## config.mk

```make
export PLATFORM = sky130hd
export DESIGN_NAME = mpha_post
export DESIGN_NICKNAME = d
export VERILOG_FILES = /design/src/design/mpha_pkg.sv /design/src/design/mpha_post.sv
export SDC_FILE = /design/constraint.sdc
export NUM_CORES = 1
export LEC_CHECK = 0
export BUFFER_PORTS_ARGS = -buffer_cell sky130_fd_sc_hd__buf_2
export CORE_ASPECT_RATIO = 1.1
export CORE_MARGIN = 4
export CORE_UTILIZATION = 45
export CTS_BUF_LIST = sky130_fd_sc_hd__clkbuf_2 sky130_fd_sc_hd__clkbuf_4 sky130_fd_sc_hd__clkbuf_8
export DETAILED_ROUTE_END_ITERATION = 12
export PLACE_DENSITY = 0.7
export SYNTH_ARGS = -nofsm -noshare
export SYNTH_HDL_FRONTEND = slang
export SYNTH_SLANG_ARGS = --single-unit
```

## constraint.sdc

```tcl
create_clock -name clk -period 4.3 [get_ports clk]
set_clock_uncertainty 0.2 [all_clocks]
set_input_delay 0.86 -clock clk [delete_from_list [all_inputs] [get_ports clk]]
set_output_delay 0.86 -clock clk [all_outputs]
set_load 0.005 [all_outputs]
```

## src/design/mpha_pkg.sv

```systemverilog
// Shared constants, side-band type and arctangent table for the marker pair heading block.
// No dependencies; used by every module of the block.
package mpha_pkg;

	localparam int FIELD_BITS       = 12;
	localparam int OUT_BITS         = 16;
	localparam int ANG_FRAC         = 24;
	localparam int TABLE_LEN        = 24;
	localparam int ZW               = 34;
	localparam int ZC_BITS          = 31;
	localparam int PROD_BITS        = 38;
	localparam int CDEG_BITS        = 14;
	localparam int COORD_BITS_DEF   = 12;
	localparam int CORDIC_STEPS_DEF = 18;

	localparam logic [ZC_BITS-1:0]   DEG90_Q   = ZC_BITS'(90) << ANG_FRAC;
	localparam logic [6:0]           DEG_SCALE = 7'd100;
	localparam logic [OUT_BITS-1:0]  HALF_TURN = 16'd18000;
	localparam logic [OUT_BITS-1:0]  QTR_TURN  = 16'd9000;
	localparam logic [OUT_BITS-1:0]  ZERO_HDG  = 16'd0;

	typedef struct packed {
		logic                special;
		logic [OUT_BITS-1:0] spec_val;
		logic                dx_neg;
		logic                dy_neg;
	} mpha_side_t;

	// atan(2^-i) in degrees, Q24, rounded to nearest
	function automatic logic signed [ZW-1:0] atan_q24(input int idx);
		logic signed [ZW-1:0] v;
		case (idx)
			0:  v = 34'sd754974720;
			1:  v = 34'sd445687602;
			2:  v = 34'sd235489088;
			3:  v = 34'sd119537938;
			4:  v = 34'sd60000934;
			5:  v = 34'sd30029717;
			6:  v = 34'sd15018523;
			7:  v = 34'sd7509720;
			8:  v = 34'sd3754917;
			9:  v = 34'sd1877466;
			10: v = 34'sd938734;
			11: v = 34'sd469367;
			12: v = 34'sd234684;
			13: v = 34'sd117342;
			14: v = 34'sd58671;
			15: v = 34'sd29335;
			16: v = 34'sd14668;
			17: v = 34'sd7334;
			18: v = 34'sd3667;
			19: v = 34'sd1833;
			20: v = 34'sd917;
			21: v = 34'sd458;
			22: v = 34'sd229;
			23: v = 34'sd115;
			default: v = '0;
		endcase
		return v;
	endfunction

endpackage

```

## src/design/mpha_post.sv

```systemverilog
// Output end: clamps the angle, scales to centidegrees (registered product), then
// rounds, restores the quadrant and holds the result. Depends on mpha_pkg.
module mpha_post import mpha_pkg::*; (
	input  logic                 clk,
	input  logic                 arst_n,
	input  logic                 in_valid,
	output logic                 in_ready,
	input  logic signed [ZW-1:0] z_in,
	input  mpha_side_t           side_in,
	output logic                 out_valid,
	input  logic                 out_ready,
	output logic [OUT_BITS-1:0]  heading
);

	logic [ZC_BITS-1:0]   zc;
	logic                 valid_s1, valid_s2, ready_s2;
	logic [PROD_BITS-1:0] prod_s1;
	mpha_side_t           side_s1;
	logic [PROD_BITS-1:0] rnd;
	logic [CDEG_BITS-1:0] cdeg;
	logic [OUT_BITS-1:0]  mag, res;
	logic [OUT_BITS-1:0]  heading_s2;

	always_comb begin
		if (z_in[ZW-1]) begin
			zc = '0;
		end else if (z_in > $signed({{(ZW-ZC_BITS){1'b0}}, DEG90_Q})) begin
			zc = DEG90_Q;
		end else begin
			zc = z_in[ZC_BITS-1:0];
		end
	end

	assign in_ready = !valid_s1 || ready_s2;
	assign ready_s2 = !valid_s2 || out_ready;

	always_ff @(posedge clk or negedge arst_n) begin
		if (!arst_n) begin
			valid_s1 <= 1'b0;
			valid_s2 <= 1'b0;
		end else begin
			if (in_ready) begin
				valid_s1 <= in_valid;
			end
			if (ready_s2) begin
				valid_s2 <= valid_s1;
			end
		end
	end

	always_ff @(posedge clk) begin
		if (in_valid && in_ready) begin
			prod_s1 <= PROD_BITS'(zc) * PROD_BITS'(DEG_SCALE);
			side_s1 <= side_in;
		end
	end

	always_comb begin
		// round half up to whole centidegrees
		rnd  = prod_s1 + (PROD_BITS'(1) << (ANG_FRAC - 1));
		cdeg = rnd[ANG_FRAC +: CDEG_BITS];
		mag  = side_s1.dy_neg ? HALF_TURN - OUT_BITS'(cdeg) : OUT_BITS'(cdeg);
		res  = side_s1.dx_neg ? -mag : mag;
		if (side_s1.special) begin
			res = side_s1.spec_val;
		end
	end

	always_ff @(posedge clk) begin
		if (valid_s1 && ready_s2) begin
			heading_s2 <= res;
		end
	end

	assign out_valid = valid_s2;
	assign heading   = heading_s2;

endmodule

```

== Yosys cells after proc, flatten, opt, wreduce, memory -nomap -nowiden ==
Index checks and enable logic that the tools add are counted.

* Mux-type cells: 5
* Add/subtract/negate cells: 3
* Reduce and logical (&&, ||, !) cells: 6
* Order comparisons: 1
* Multipliers: 1

{| class="wikitable"
|+ Operators with widths
! operator !! count
|-
| 31-bit 2-to-1 mux || 2
|-
| 16-bit 2-to-1 mux || 3
|-
| 38-bit by 24-bit adder with 38-bit output (second input constant) || 1
|-
| 31-bit by 5-bit multiplier with 36-bit output (second input constant) || 1
|-
| 34-bit by 32-bit greater-than comparator with 1-bit output (second input constant) || 1
|-
| 16-bit negation || 1
|-
| 15-bit by 14-bit subtractor with 16-bit output (first input constant) || 1
|-
| 1-bit logical AND || 2
|-
| 1-bit logical NOT || 2
|-
| 1-bit logical OR || 2
|}

* Word-level logic and storage cells: 24
* Input port bits: 57
* Bits in registers: 73
* Output and inout bits: 18

== Logic depth before layout (Yosys ltp) ==
Gate-level depths: netlist of the first run.

* Depth in word-level cells: 6
* Gate-level depth with buffers: 24
* Mapped depth without buffers: 22

== Worst setup path before layout of the first run ==
OpenSTA, ideal clock, no wires.

* Kind: input -> register
* From: in z_in[16]
* To: reg prod_s1[30] (data pin)
* Path slack: -1.797 ns
* Library setup time: 0.259 ns
* Data required time: 3.841 ns
* Path buffers: 2
* Stages on the path: 23
* Arrival: 5.638 ns
* Cells stage by stage: or4_1 -> nor4_1 -> nor2_1 -> nor2_1 -> clkbuf_1 -> clkbuf_1 -> nand2_1 -> inv_1 -> ha_1 -> ha_1 -> inv_1 -> fa_1 -> inv_1 -> ha_1 -> nand4_1 -> nor4_1 -> nand2_1 -> or3_1 -> o211ai_1 -> a21boi_0 -> o21bai_1 -> a21oi_1 -> xnor2_1

* Longest elaborated chain between the ends: 4

{| class="wikitable"
|+ Ends and longest elaborated chain
! element !! line !! text
|-
| from (decl) || mpha_post.sv:8 || <nowiki>input logic signed [ZW-1:0] z_in,</nowiki>
|-
| 34-bit by 32-bit greater-than comparator with 1-bit output || mpha_post.sv:27 || <nowiki>end else if (z_in > $signed({{(ZW-ZC_BITS){1'b0}}, DEG90_Q})) begin</nowiki>
|-
| 31-bit 2-to-1 mux * || mpha_post.sv:27 ||
|-
| 31-bit 2-to-1 mux * || mpha_post.sv:25 || <nowiki>if (z_in[ZW-1]) begin</nowiki>
|-
| 31-bit by 5-bit multiplier with 36-bit output * || mpha_post.sv:53 || <nowiki>prod_s1 <= PROD_BITS'(zc) * PROD_BITS'(DEG_SCALE);</nowiki>
|-
| to (signal assigned) || mpha_post.sv:53 ||
|-
| to (decl) || mpha_post.sv:17 || <nowiki>logic [PROD_BITS-1:0] prod_s1;</nowiki>
|}

Every way passes the cells marked *; elsewhere a longest branch is shown, timed or not.
A chain may end at the register's enable or synchronous reset.

== Worst setup path in the final report of the first run ==
* From: in z_in[19]
* To: reg prod_s1[37] (data pin)

Same word-level chain as after synthesis.

==> results, run 1 <==
- In this run the standard cell core region covers 12800 um^2.
- The commonest cells after synthesis are 113 x inv_1, 95 x ha_1, 50 x edfxtp_1.
- The placed instances occupy a cell area of 7531 um^2.
- The worst hold margin is 0.1224 ns.
- Counting flops with an async set or reset pin after synthesis yields a share of 0.03846.
- In the global route stage, overall resource usage came out at 0.1863.
- The cell count after synthesis came out at 633.
- The overall routed net length is 14720 um.
- The total number of placement rows is 43.
- In the final layout, the share of cells above drive strength 1 is 0.4074.
- The worst slew slack as a fraction of its limit is 0.3975.
- The flow ran to the end, but the final reports show violations.
- The flip-flop cell with the highest count after synthesis is edfxtp_1.
- The first routing iteration left 266 violations.
- After layout, the minimum clock period comes to 5.677 ns.
- In this run the worst hold path is classified as input pin to asynchronous set/reset pin.
- The routed length per placed instance is 14.73 um.
- In this run the deepest clock path goes through 2 buffers.
- The final cell area excluding filler cells is 8299 um^2.
- The sequential cell area fraction in the yosys report is 0.2596.
- Sorting the synthesized cells by area gives the leading types as edfxtp_1 25%, ha_1 20%, fa_1 8.4%.
- Setup violations remaining at the end of the flow were counted as 15.
- Setup repair after global routing could not meet its margin everywhere.
- The upper clock frequency limit is 176.2 MHz.
- The distinct cell type count of the synthesized netlist is 71.
- The area growth from synthesis to layout is 38.85%.
- The number of global-route vias before repair is 5455.
- inv_1 is the most common cell in the netlist.
- In this run, synthesis inferred 50 flip-flops with an integrated enable.
- The via count normalized by instance count is 5.316.
- The power density normalized to cell area is 245.6 nW/um^2.
- Pin placement for this block handled 75 I/O pins.
- The leakage component of the power is 4.080 nW.
- The total power after layout is 2.039 mW.
- The worst register-to-register path ends at heading[13]$_DFFE_PP_.
- The area of the die is 15190 um^2.
- The number of antenna violations at the first check in global routing was 0.
- The share of total power dissipated in the clock network is 0.140.
- The cell-internal power is 1.270 mW.
- The worst endpoint required time is 4.17 ns.
- The biggest area consumer among synthesized cells is edfxtp_1.
- The reg-to-reg setup timing slack is 0.38 ns.
- The count of endpoints failing hold in the final timing report is 0.
- Summing over every cut layer, the via total after detailed routing is 5311.
- The yosys synthesis warning count is 0.
- The congestion estimate from routability-driven global placement came to 0.8957.
- Summed over all nets, the half-perimeter wirelength after detailed placement is 11370 um.
- In the final design database the tool counted 1018 nets.
- The post-route setup TNS is -17.81 ns.
- Measured along the y axis, the die boundary spans 128.9 um.
- The largest net degree at the start of global routing is 35.
- Counting tap cells, the placed design contains a total of 963 instances.
- The worst setup path is of the input pin to flip-flop kind.
- The sink count of the clock tree is 52.
- The first global-routing pass estimated 23670 um of wire.
- The transition at the pin with the smallest max-transition slack is 0.9037 ns.
- Of all nets on the critical path, the largest fanout is 5.
- The first detailed-routing pass ran for 4 iterations.
- The post-detailed-route DRC marker count is 0.
- In this run the tool buffered the top-level ports with 74 buffer cells.
- The final-report max-slew violation count is 0.
- The clock input transition at the sequential cells of the worst setup and hold paths is 0.10 ns.
- The total number of H-tree levels is 2.
- The capturing element type of the critical path is a flip-flop.
- The part of the total power dissipated in sequential elements is 0.345.
- The combinational share of power is 0.515.
- The net switching power is 768.4 uW.
- The arrival time of the worst setup path is 5.55 ns.
- The worst register-to-register path has a depth of 11.
- The startpoint identified for the worst register-to-register timing path is prod_s1[23]$_DFFE_PP_.
- The insertion delay of the later-clocked pin in the worst-skew pair is 0.31 ns.
- The worst path setup slack after routing is -1.377 ns.
- The number of nets in the synthesized netlist is 810.
- After global routing the overflow that remains totals 0.
- In this run the worst setup path begins at z_in[19].
- The final antenna diode count is 0.
- The worst setup path is launched from an input pin.
- The share of synthesized area in the top cell type comes to 0.2512.
- Averaged over all synthesized cells, the footprint is 9.442 um^2.
- The mapped netlist covers 5977 um^2.
- Dividing the final minimum period by the clock period gives 1.320.
- The flip-flop and latch count after synthesis is 52.
- Buffers inserted during clock tree synthesis total 5.
- The master cell of the clock root buffer is clkbuf_8.
- The final reports fail on negative setup slack.
- The antenna violation net count after detailed routing is 0.
- The final instance count without filler cells is 999.
- The tool flagged a number of max-cap violations equal to 0.
- The floorplan step set the die width to 117.9 um.
- The switching share of total power is 0.3769.
- The TritonCTS clock tree is done.
- VDD sags by at most 0.0001648 V.
- The initial utilization of the core area, before any placement, comes to 0.4668.
-- cells by family after synthesis --
logic type                 after synthesis  share of synthesized area
muxes                                    3                   0.005233
DFF                                     52                     0.2596
and+or+nand+nor                        177                     0.1706
xor gates and xnor gates                51                    0.08101
AOI/OAI and AO/OA                      103                     0.1164
adders and majority gates              120                     0.2826
buffers and inverters                  127                    0.08457
-- layout by cell type (no fill, tap or decap), types with 23 or more instances in the layout --
cell type | synthesis | final
xnor2_1 | 23 | 23
edfxtp_1 | 50 | 50
inv_1 | 113 | 93
fa_1 | 25 | 24
buf_4 | 1 | 133
buf_2 | 0 | 69
ha_1 | 95 | 68
xor2_1 | 23 | 23
nand2_1 | 48 | 40
ha_4 | 0 | 25
-- per-layer routing --
metal | track usage | part of all wire | vias up
li1 | - | - | 2617
met1 | 0.1895 | 0.37 | 2562
met2 | 0.3938 | 0.58 | 96
met3 | 0.01802 | 0.025 | 36
met4 | 0.06069 | 0.031 | 0
met5 | 0 | 0 | -
-- repair_timing --
action	4_1_cts	5_1_grt
endpoints found under the setup margin	15	15
cloned	1	1
pin swaps	40	32
setup buffers	13	18
hold buffers	0	0
gates resized for setup	59	32
-- worst max-delay path by stage --
stage,end,slack (ns)
floorplan,prod_s1[37]$_DFFE_PP_,-1.17
global placement,prod_s1[37]$_DFFE_PP_,-1.86
detailed placement,prod_s1[37]$_DFFE_PP_,-1.94
CTS,prod_s1[34]$_DFFE_PP_,-1.22
global route,prod_s1[37]$_DFFE_PP_,-1.57
finish,prod_s1[37]$_DFFE_PP_,-1.38
-- area by class of cell --
type,instances,area [um^2]
flip-flops and latches,52,1551
repair buffers,215,1516
clock inverters,3,21.27
clock buffers,5,68.82
multi-input cells,454,4513
well taps,157,196.4
inverters,113,431.7
fillers,982,4506
-- flip-flops by register name (all words and copies together), names as in the netlist --
name       flops
side_s1       19
prod_s1       15
valid_s1       1
heading       16
out_valid      1
-- critical path, cell delays in order --
cell and delay, ns:
buf_6 0.09, or4_4 0.55, nor4_4 0.34, nor2_4 0.08, nor2_4 0.17, buf_6 0.13, clkbuf_16 0.13, and2_1 0.14
ha_1 0.24, ha_1 0.28, inv_1 0.05, fa_1 0.51, inv_1 0.05, ha_1 0.22, a21oi_2 0.16, o21ai_2 0.09
a221oi_2 0.27, o211a_1 0.24, o211ai_1 0.10, buf_4 0.16, o211ai_1 0.22, a21boi_1 0.12, a21bo_2 0.21, xor2_1 0.13
-- stage by stage --
step | utilization | setup slack [ns]
final | 0.6481 | -1.377
after global routing | 0.6481 | -1.568
after global placement | 0.5881 | -1.863
after floorplan | - | -1.169
after CTS | 0.6274 | -1.216
after detailed placement | 0.5881 | -1.941
-- power by group through the flow --
stage | Clock, mW | Sequential (mW) | Combinational (mW)
6_report | 0.285 | 0.703 | 1.05
4_1_cts | 0.296 | 0.703 | 1.02
3_3_place_gp | 0 | 0.711 | 0.924
3_5_place_dp | 0 | 0.714 | 0.959
5_1_grt | 0.309 | 0.713 | 1.17
2_1_floorplan | 0 | 0.691 | 0.645
No activity file was read; power rests on OpenSTA's default activity.
==> run 2, diff against run 1 <==
--- a/config.mk
+++ b/config.mk
@@ -12,6 +12,7 @@
 export CTS_BUF_LIST = sky130_fd_sc_hd__clkbuf_2 sky130_fd_sc_hd__clkbuf_4 sky130_fd_sc_hd__clkbuf_8
 export DETAILED_ROUTE_END_ITERATION = 12
 export PLACE_DENSITY = 0.7
+export SETUP_SLACK_MARGIN = 0.15
 export SYNTH_ARGS = -nofsm -noshare
 export SYNTH_HDL_FRONTEND = slang
 export SYNTH_SLANG_ARGS = --single-unit
==> results, run 2 (same netlist as run 1, synthesis figures left out) <==
- Outcome: finished, violations left (unchanged).
- Violated checks: negative setup slack (unchanged).
- The met3 capacity usage during global routing is 0.01802 (unchanged).
- The global routing usage on met2 is 0.3948 (was 0.3938).
- The total congestion overflow is 0 (unchanged).
- The TritonCTS clock tree is done (unchanged).
- The number of buffers inserted during clock tree synthesis is 5 (unchanged).
- The global-route usage over all layers is 0.1866 (was 0.1863).
- The class of the tightest hold or removal check is input pin to asynchronous set/reset pin (unchanged).
- The arrival time of the worst setup path is 5.58 ns (was 5.55 ns).
- Most frequent cells in the layout: 129 x buf_4, 96 x inv_1, 71 x ha_1 (was 133 x buf_4, 93 x inv_1, 69 x buf_2).
- The worst hold margin is 0.1212 ns (was 0.1224 ns).
- The ratio of final minimum period to clock period is 1.328 (was 1.320).
- The final-report max-slew violation count is 0 (unchanged).
- The detailed router's first-iteration violation count was 229 (was 266).
- The count of boundary I/O pins came to 75 (unchanged).
- The vertical extent of the die was 128.9 um (unchanged).
- The number of max-capacitance violations reported was 0 (unchanged).
- The final antenna diode count came to 0 (unchanged).
- The count of vias placed by the detailed router came to 5294 (was 5311).
- The final estimated routing congestion in global placement is 0.8957 (unchanged).
- The sink count of the clock tree was 52 (unchanged).
- The type of origin of the critical path is an input pin (unchanged).
- The number of global-route vias before repair came to 5461 (was 5455).
- The combined buffer and inverter count along the critical path came to 9 (was 6).
- The HPWL after detailed placement came to 11370 um (unchanged).
- The largest net degree at the start of global routing is 35 (unchanged).
- The clock input transition at the sequential cells of the worst setup and hold paths is 0.10 ns (about the same).
- The first-pass GRT wire length is 23700 um (was 23670 um).
- The number of antenna violations at the first check in global routing is 0 (unchanged).
- The via count normalized by instance count came to 5.321 (was 5.316).
- The starting density of the core is 0.4668 (unchanged).
- The highest-delay cell along the critical path is fa_1 (was or4_4).
- The synthesis-to-finish area growth is 37.35% (was 38.85%).
- The worst slew slack as a fraction of its limit was 0.4056 (was 0.3975).
- The capturing element type of the critical path was a flip-flop (unchanged).
- The number of flip-flops in the largest register was 19 (unchanged).
- The total number of placement rows is 43 (unchanged).
- The reg-to-reg setup timing slack is 0.52 ns (was 0.38 ns).
- The overall routed net length is 14470 um (was 14720 um).
- The horizontal extent of the die is 117.9 um (unchanged).
- The number of nets in the layout came to 1014 (was 1018).
- The delay of the slowest cell on the worst path came to 0.48 ns (was 0.55 ns).
- The transition at the pin with the smallest max-transition slack is 0.8916 ns (was 0.9037 ns).
- The largest vdd supply drop is 0.0001647 V (was 0.0001648 V).
- The power density normalized to cell area came to 246.6 nW/um^2 (was 245.6 nW/um^2).
- The most prevalent standard cell on the critical path is ha_4 (was ha_1).
- The kind of critical path is input pin to flip-flop (unchanged).
- The family with the most delay on the worst path is simple AND/OR/NAND/NOR gates (was compound AO/OA/AOI/OAI gates).
- The routed length per placed instance is 14.54 um (was 14.73 um).
- The worst endpoint required time was 4.17 ns (about the same).
- The core footprint is 12800 um^2 (unchanged).
- The area of the die is 15190 um^2 (unchanged).
- The met1 track utilization from global routing is 0.1895 (unchanged).
- The buffer levels on the longest clock path is 2 (unchanged).
- The upper clock frequency limit is 175.1 MHz (was 176.2 MHz).
- The leading cell type in the layout, fill and taps excluded was buf_4 (unchanged).
- The count of endpoints failing hold in the final timing report is 0 (unchanged).
- The time the worst path needs with I/O delays and setup is 5.710 ns (was 5.677 ns).
- The master cell of the clock root buffer is clkbuf_8 (unchanged).
- The number of buffers added on ports is 74 (unchanged).
- The post-detailed-route DRC marker count is 0 (unchanged).
- The leakage component of the power was 4.066 nW (was 4.080 nW).
- The most congested layer reported by global routing is met2 (unchanged).
- The biggest fanout along the worst timing path is 6 (was 5).
- The total number of H-tree levels is 2 (unchanged).
- RSZ-0062 raised after global routing: yes (unchanged).
- The antenna violation net count after detailed routing is 0 (unchanged).
- The post-route setup TNS is -18.24 ns (was -17.81 ns).
- The setup-violating endpoint count in the final report is 15 (unchanged).
- The fraction of final layout cells sized beyond drive strength 1 is 0.3938 (was 0.4074).
- The register ranked first by flip-flop count is side_s1 (unchanged).
- The iteration count of the initial detailed-routing pass is 4 (unchanged).
- The number of hold-repair buffers added at the cts stage is 0 (unchanged).
- The insertion delay of the later-clocked pin in the worst-skew pair is 0.31 ns (about the same).
- The worst path setup slack after routing is -1.410 ns (was -1.377 ns).
-- run 2: cell count changes in the layout (fill, tap and decap cells not counted), moves of 2 or more --
cell / before / now
ha_4: 25 / 22
inv_2: 17 / 15
buf_6: 10 / 8
inv_1: 93 / 96
ha_1: 68 / 71
buf_4: 133 / 129
-- run 2: what timing repair did --
action,in CTS,in global routing
gates cloned,1,1
buffers inserted,13,9
setup endpoints to repair,15,18
gates resized for setup,57,19
pin swaps,39,15
endpoints found under the hold margin,0,0
-- run 2: final cells by class --
cell class                      count  area [um^2]
Fill cell                        1001         4596
Multi-Input combinational cell    454         4446
Sequential cell                    52         1551
Timing Repair Buffer              211         1496
Inverter                          113        429.2
Tap cell                          157        196.4
Clock buffer                        5        68.82
Clock inverter                      3        21.27
-- run 2: power by group --
| part | total [mW] | internal [mW] | switching, mW |
|---|---|---|---|
| Sequential | 0.703 | 0.644 | 0.0589 |
| Clock | 0.285 | 0.116 | 0.169 |
| Combinational | 1.04 | 0.503 | 0.533 |
| Total | 2.02 | 1.26 | 0.761 |
-- run 2: layer usage --
layer  up-vias  routed length [um]
met2       117                8374
li1       2609                   -
met5         -                   0
met4         0                 449
met1      2531                5302
met3        37                 344
-- run 2: worst paths after layout --
path                                            start                     to  depth (start not counted)
worst max-delay path                         z_in[21]  prod_s1[37]$_DFFE_PP_                         28
worst min-delay path                           arst_n   valid_s1$_DFFE_PN0N_                          1
worst max register to register  prod_s1[23]$_DFFE_PP_  heading[13]$_DFFE_PP_                         11
worst min register to register   valid_s1$_DFFE_PN0N_  out_valid$_DFFE_PN0P_                          1
max in group asynchronous                      arst_n  out_valid$_DFFE_PN0P_                          1
min in group clk                 valid_s1$_DFFE_PN0N_  out_valid$_DFFE_PN0P_                          1
-- run 2: stage by stage --
stage               total power, mW  instances  cell area (um^2)  worst slack (ns)  utilization
floorplan                     1.336        633              6200            -1.169            -
global placement              1.635        963              7531            -1.863       0.5881
detailed placement            1.673        963              7531            -1.941       0.5881
CTS                           2.015        985              8043            -1.216       0.6281
global route                  2.179        995              8209            -1.663       0.6411
finish                        2.025        995              8209            -1.410       0.6411
==> run 3, diff against run 2 <==
--- a/config.mk
+++ b/config.mk
@@ -11,7 +11,6 @@
 export CORE_UTILIZATION = 45
 export CTS_BUF_LIST = sky130_fd_sc_hd__clkbuf_2 sky130_fd_sc_hd__clkbuf_4 sky130_fd_sc_hd__clkbuf_8
 export DETAILED_ROUTE_END_ITERATION = 12
-export PLACE_DENSITY = 0.7
 export SETUP_SLACK_MARGIN = 0.15
 export SYNTH_ARGS = -nofsm -noshare
 export SYNTH_HDL_FRONTEND = slang
==> results, run 3 (same netlist as run 1, synthesis figures left out) <==
- Outcome: finished, violations left (unchanged).
- Violated checks: negative setup slack (unchanged).
- The antenna violation net count after detailed routing is 0 (unchanged).
- The final instance count without filler cells came to 995 (unchanged).
- The largest vdd supply drop is 0.0001221 V (was 0.0001647 V).
- The horizontal extent of the die came to 117.9 um (unchanged).
- The synthesis-to-finish area growth is 39.29% (was 37.35%).
- The count of boundary I/O pins is 75 (unchanged).
- The worst slew slack as a fraction of its limit came to 0.4048 (was 0.4056).
- The final estimated routing congestion in global placement is 0.8729 (was 0.8957).
- The family with the most delay on the worst path is simple AND/OR/NAND/NOR gates (unchanged).
- The most prevalent standard cell on the critical path is buf_4 (was ha_4).
- The highest-delay cell along the critical path is fa_1 (unchanged).
- The register ranked first by flip-flop count is side_s1 (unchanged).
- The largest net degree at the start of global routing was 35 (unchanged).
- The number of hold-repair buffers added at the cts stage is 0 (unchanged).
- The count of endpoints failing hold in the final timing report is 0 (unchanged).
- The master cell of the clock root buffer was clkbuf_8 (unchanged).
- The setup-violating endpoint count in the final report was 15 (unchanged).
- The area of the die is 15190 um^2 (unchanged).
- Most frequent cells in the layout: 127 x buf_4, 94 x inv_1, 70 x buf_2 (was 129 x buf_4, 96 x inv_1, 71 x ha_1).
- The starting density of the core is 0.4668 (unchanged).
- RSZ-0062 raised after global routing: yes (unchanged).
- The upper clock frequency limit is 176.0 MHz (was 175.1 MHz).
- The detailed router's first-iteration violation count came to 218 (was 229).
- The leading cell type in the layout, fill and taps excluded is buf_4 (unchanged).
- The fraction of final layout cells sized beyond drive strength 1 came to 0.4021 (was 0.3938).
- The total number of H-tree levels is 2 (unchanged).
- The number of global-route vias before repair came to 5645 (was 5461).
- The reg-to-reg critical path startpoint is prod_s1[23]$_DFFE_PP_ (unchanged).
- The clock input transition at the sequential cells of the worst setup and hold paths came to 0.10 ns (about the same).
- The power density normalized to cell area was 247.1 nW/um^2 (was 246.6 nW/um^2).
- The core footprint came to 12800 um^2 (unchanged).
- The placed instance count is 968 (was 963).
- The global-route usage over all layers came to 0.1954 (was 0.1866).
- The delay of the slowest cell on the worst path was 0.49 ns (was 0.48 ns).
- The share of the core filled with cells is 0.6502 (was 0.6411).
- The highest routed metal layer is met4 (unchanged).
- The HPWL after detailed placement is 11510 um (was 11370 um).
- The number of flip-flops in the largest register is 19 (unchanged).
- The TritonCTS clock tree is done (unchanged).
- The leakage component of the power is 4.037 nW (was 4.066 nW).
- The transition at the pin with the smallest max-transition slack came to 0.8928 ns (was 0.8916 ns).
- The number of nets in the layout is 1014 (unchanged).
- The number of max-capacitance violations reported is 0 (unchanged).
- The first-pass GRT wire length came to 24790 um (was 23700 um).
- The combined buffer and inverter count along the critical path is 10 (was 9).
- The total number of placement rows is 43 (unchanged).
- The worst path setup slack after routing is -1.381 ns (was -1.410 ns).
- The overall routed net length is 14530 um (was 14470 um).
- The final-report max-slew violation count came to 0 (unchanged).
- The iteration count of the initial detailed-routing pass was 5 (was 4).
- The ratio of final minimum period to clock period is 1.321 (was 1.328).
- The buffer levels on the longest clock path came to 2 (unchanged).
- The final antenna diode count is 0 (unchanged).
- The capturing element type of the critical path is a flip-flop (unchanged).
- The insertion delay of the later-clocked pin in the worst-skew pair is 0.31 ns (about the same).
- The total congestion overflow is 0 (unchanged).
- The met3 wire length is 263 um (was 344 um).
- The worst endpoint required time is 4.17 ns (about the same).
- The launch point of the critical path is z_in[21] (unchanged).
- The total routed wire length on the met1 layer came to 5545 um (was 5302 um).
- The instance area after placement is 7569 um^2 (was 7531 um^2).
- The final cell area excluding filler cells is 8325 um^2 (was 8209 um^2).
- The type of origin of the critical path is an input pin (unchanged).
- The vertical extent of the die is 128.9 um (unchanged).
- The number of buffers added on ports is 74 (unchanged).
- The worst hold margin is 0.1137 ns (was 0.1212 ns).
- The routed length per placed instance is 14.60 um (was 14.54 um).
- The biggest fanout along the worst timing path is 5 (was 6).
- The number of buffers inserted during clock tree synthesis is 5 (unchanged).
- The sink count of the clock tree is 52 (unchanged).
- The kind of critical path is input pin to flip-flop (unchanged).
- The time the worst path needs with I/O delays and setup is 5.681 ns (was 5.710 ns).
- The via count normalized by instance count is 5.291 (was 5.321).
- The arrival time of the worst setup path is 5.55 ns (was 5.58 ns).
- The total power after layout was 2.057 mW (was 2.025 mW).
- The number of antenna violations at the first check in global routing was 0 (unchanged).
- The post-detailed-route DRC marker count is 0 (unchanged).
- The class of the tightest hold or removal check is input pin to asynchronous set/reset pin (unchanged).
- The wire length on met2 is 8298 um (was 8374 um).
- The count of vias placed by the detailed router is 5265 (was 5294).
-- run 3: changes by cell type in the layout (fill, tap and decap cells not counted), moves of 2 or more --
cell / delta
ha_1: -9
a21oi_1: +2
buf_6: -2
ha_4: +8
xor2_1: -2
xor2_2: +2
buf_12: +2
inv_1: -2
o21ai_0: +2
nor3_4: -2
buf_4: -2
a21oi_2: -2
-- run 3: path summary, 6_finish.rpt --
kind / to / slack [ns] / cells past startpoint
worst max register to register: heading[12]$_DFFE_PP_ / 0.53 / 11
worst min-delay path: out_valid$_DFFE_PN0P_ / 0.11 / 1
max in group asynchronous: valid_s1$_DFFE_PN0N_ / 3.69 / 1
worst max-delay path: prod_s1[37]$_DFFE_PP_ / -1.38 / 29
min in group clk: out_valid$_DFFE_PN0P_ / 0.30 / 1
worst min register to register: out_valid$_DFFE_PN0P_ / 0.30 / 1
-- run 3: area by class of cell --
class	count	area, um^2
clock buffer	5	68.82
multi-input combinational	454	4506
timing repair buffer	211	1549
clock inverter	3	22.52
fill	1028	4479
inverter	113	431.7
tap	157	196.4
sequential	52	1551
-- run 3: metrics by stage --
stage | setup slack [ns] | TNS, ns
2_1_floorplan | -1.169 | -13.68
3_3_place_gp | -1.700 | -22.39
3_5_place_dp | -1.821 | -23.76
4_1_cts | -1.319 | -16.37
5_1_grt | -1.678 | -21.59
6_report | -1.381 | -17.70
-- run 3: layer usage --
layer	track usage	up-vias
met5	0	-
met4	0.07241	0
met3	0.01407	28
met2	0.4083	87
met1	0.2020	2529
li1	-	2621
-- run 3: what timing repair did --
item,4_1_cts,5_1_grt
hold endpoints to repair,0,0
gates resized for setup,63,16
setup endpoints to repair,15,17
pin swaps,46,15
cloned,3,0
buffers inserted,11,5
-- run 3: power by group --
group          leakage, nW  internal, mW  switching (mW)
Clock               0.0485         0.117           0.173
Sequential           0.504         0.644          0.0586
Combinational         3.48         0.527           0.538
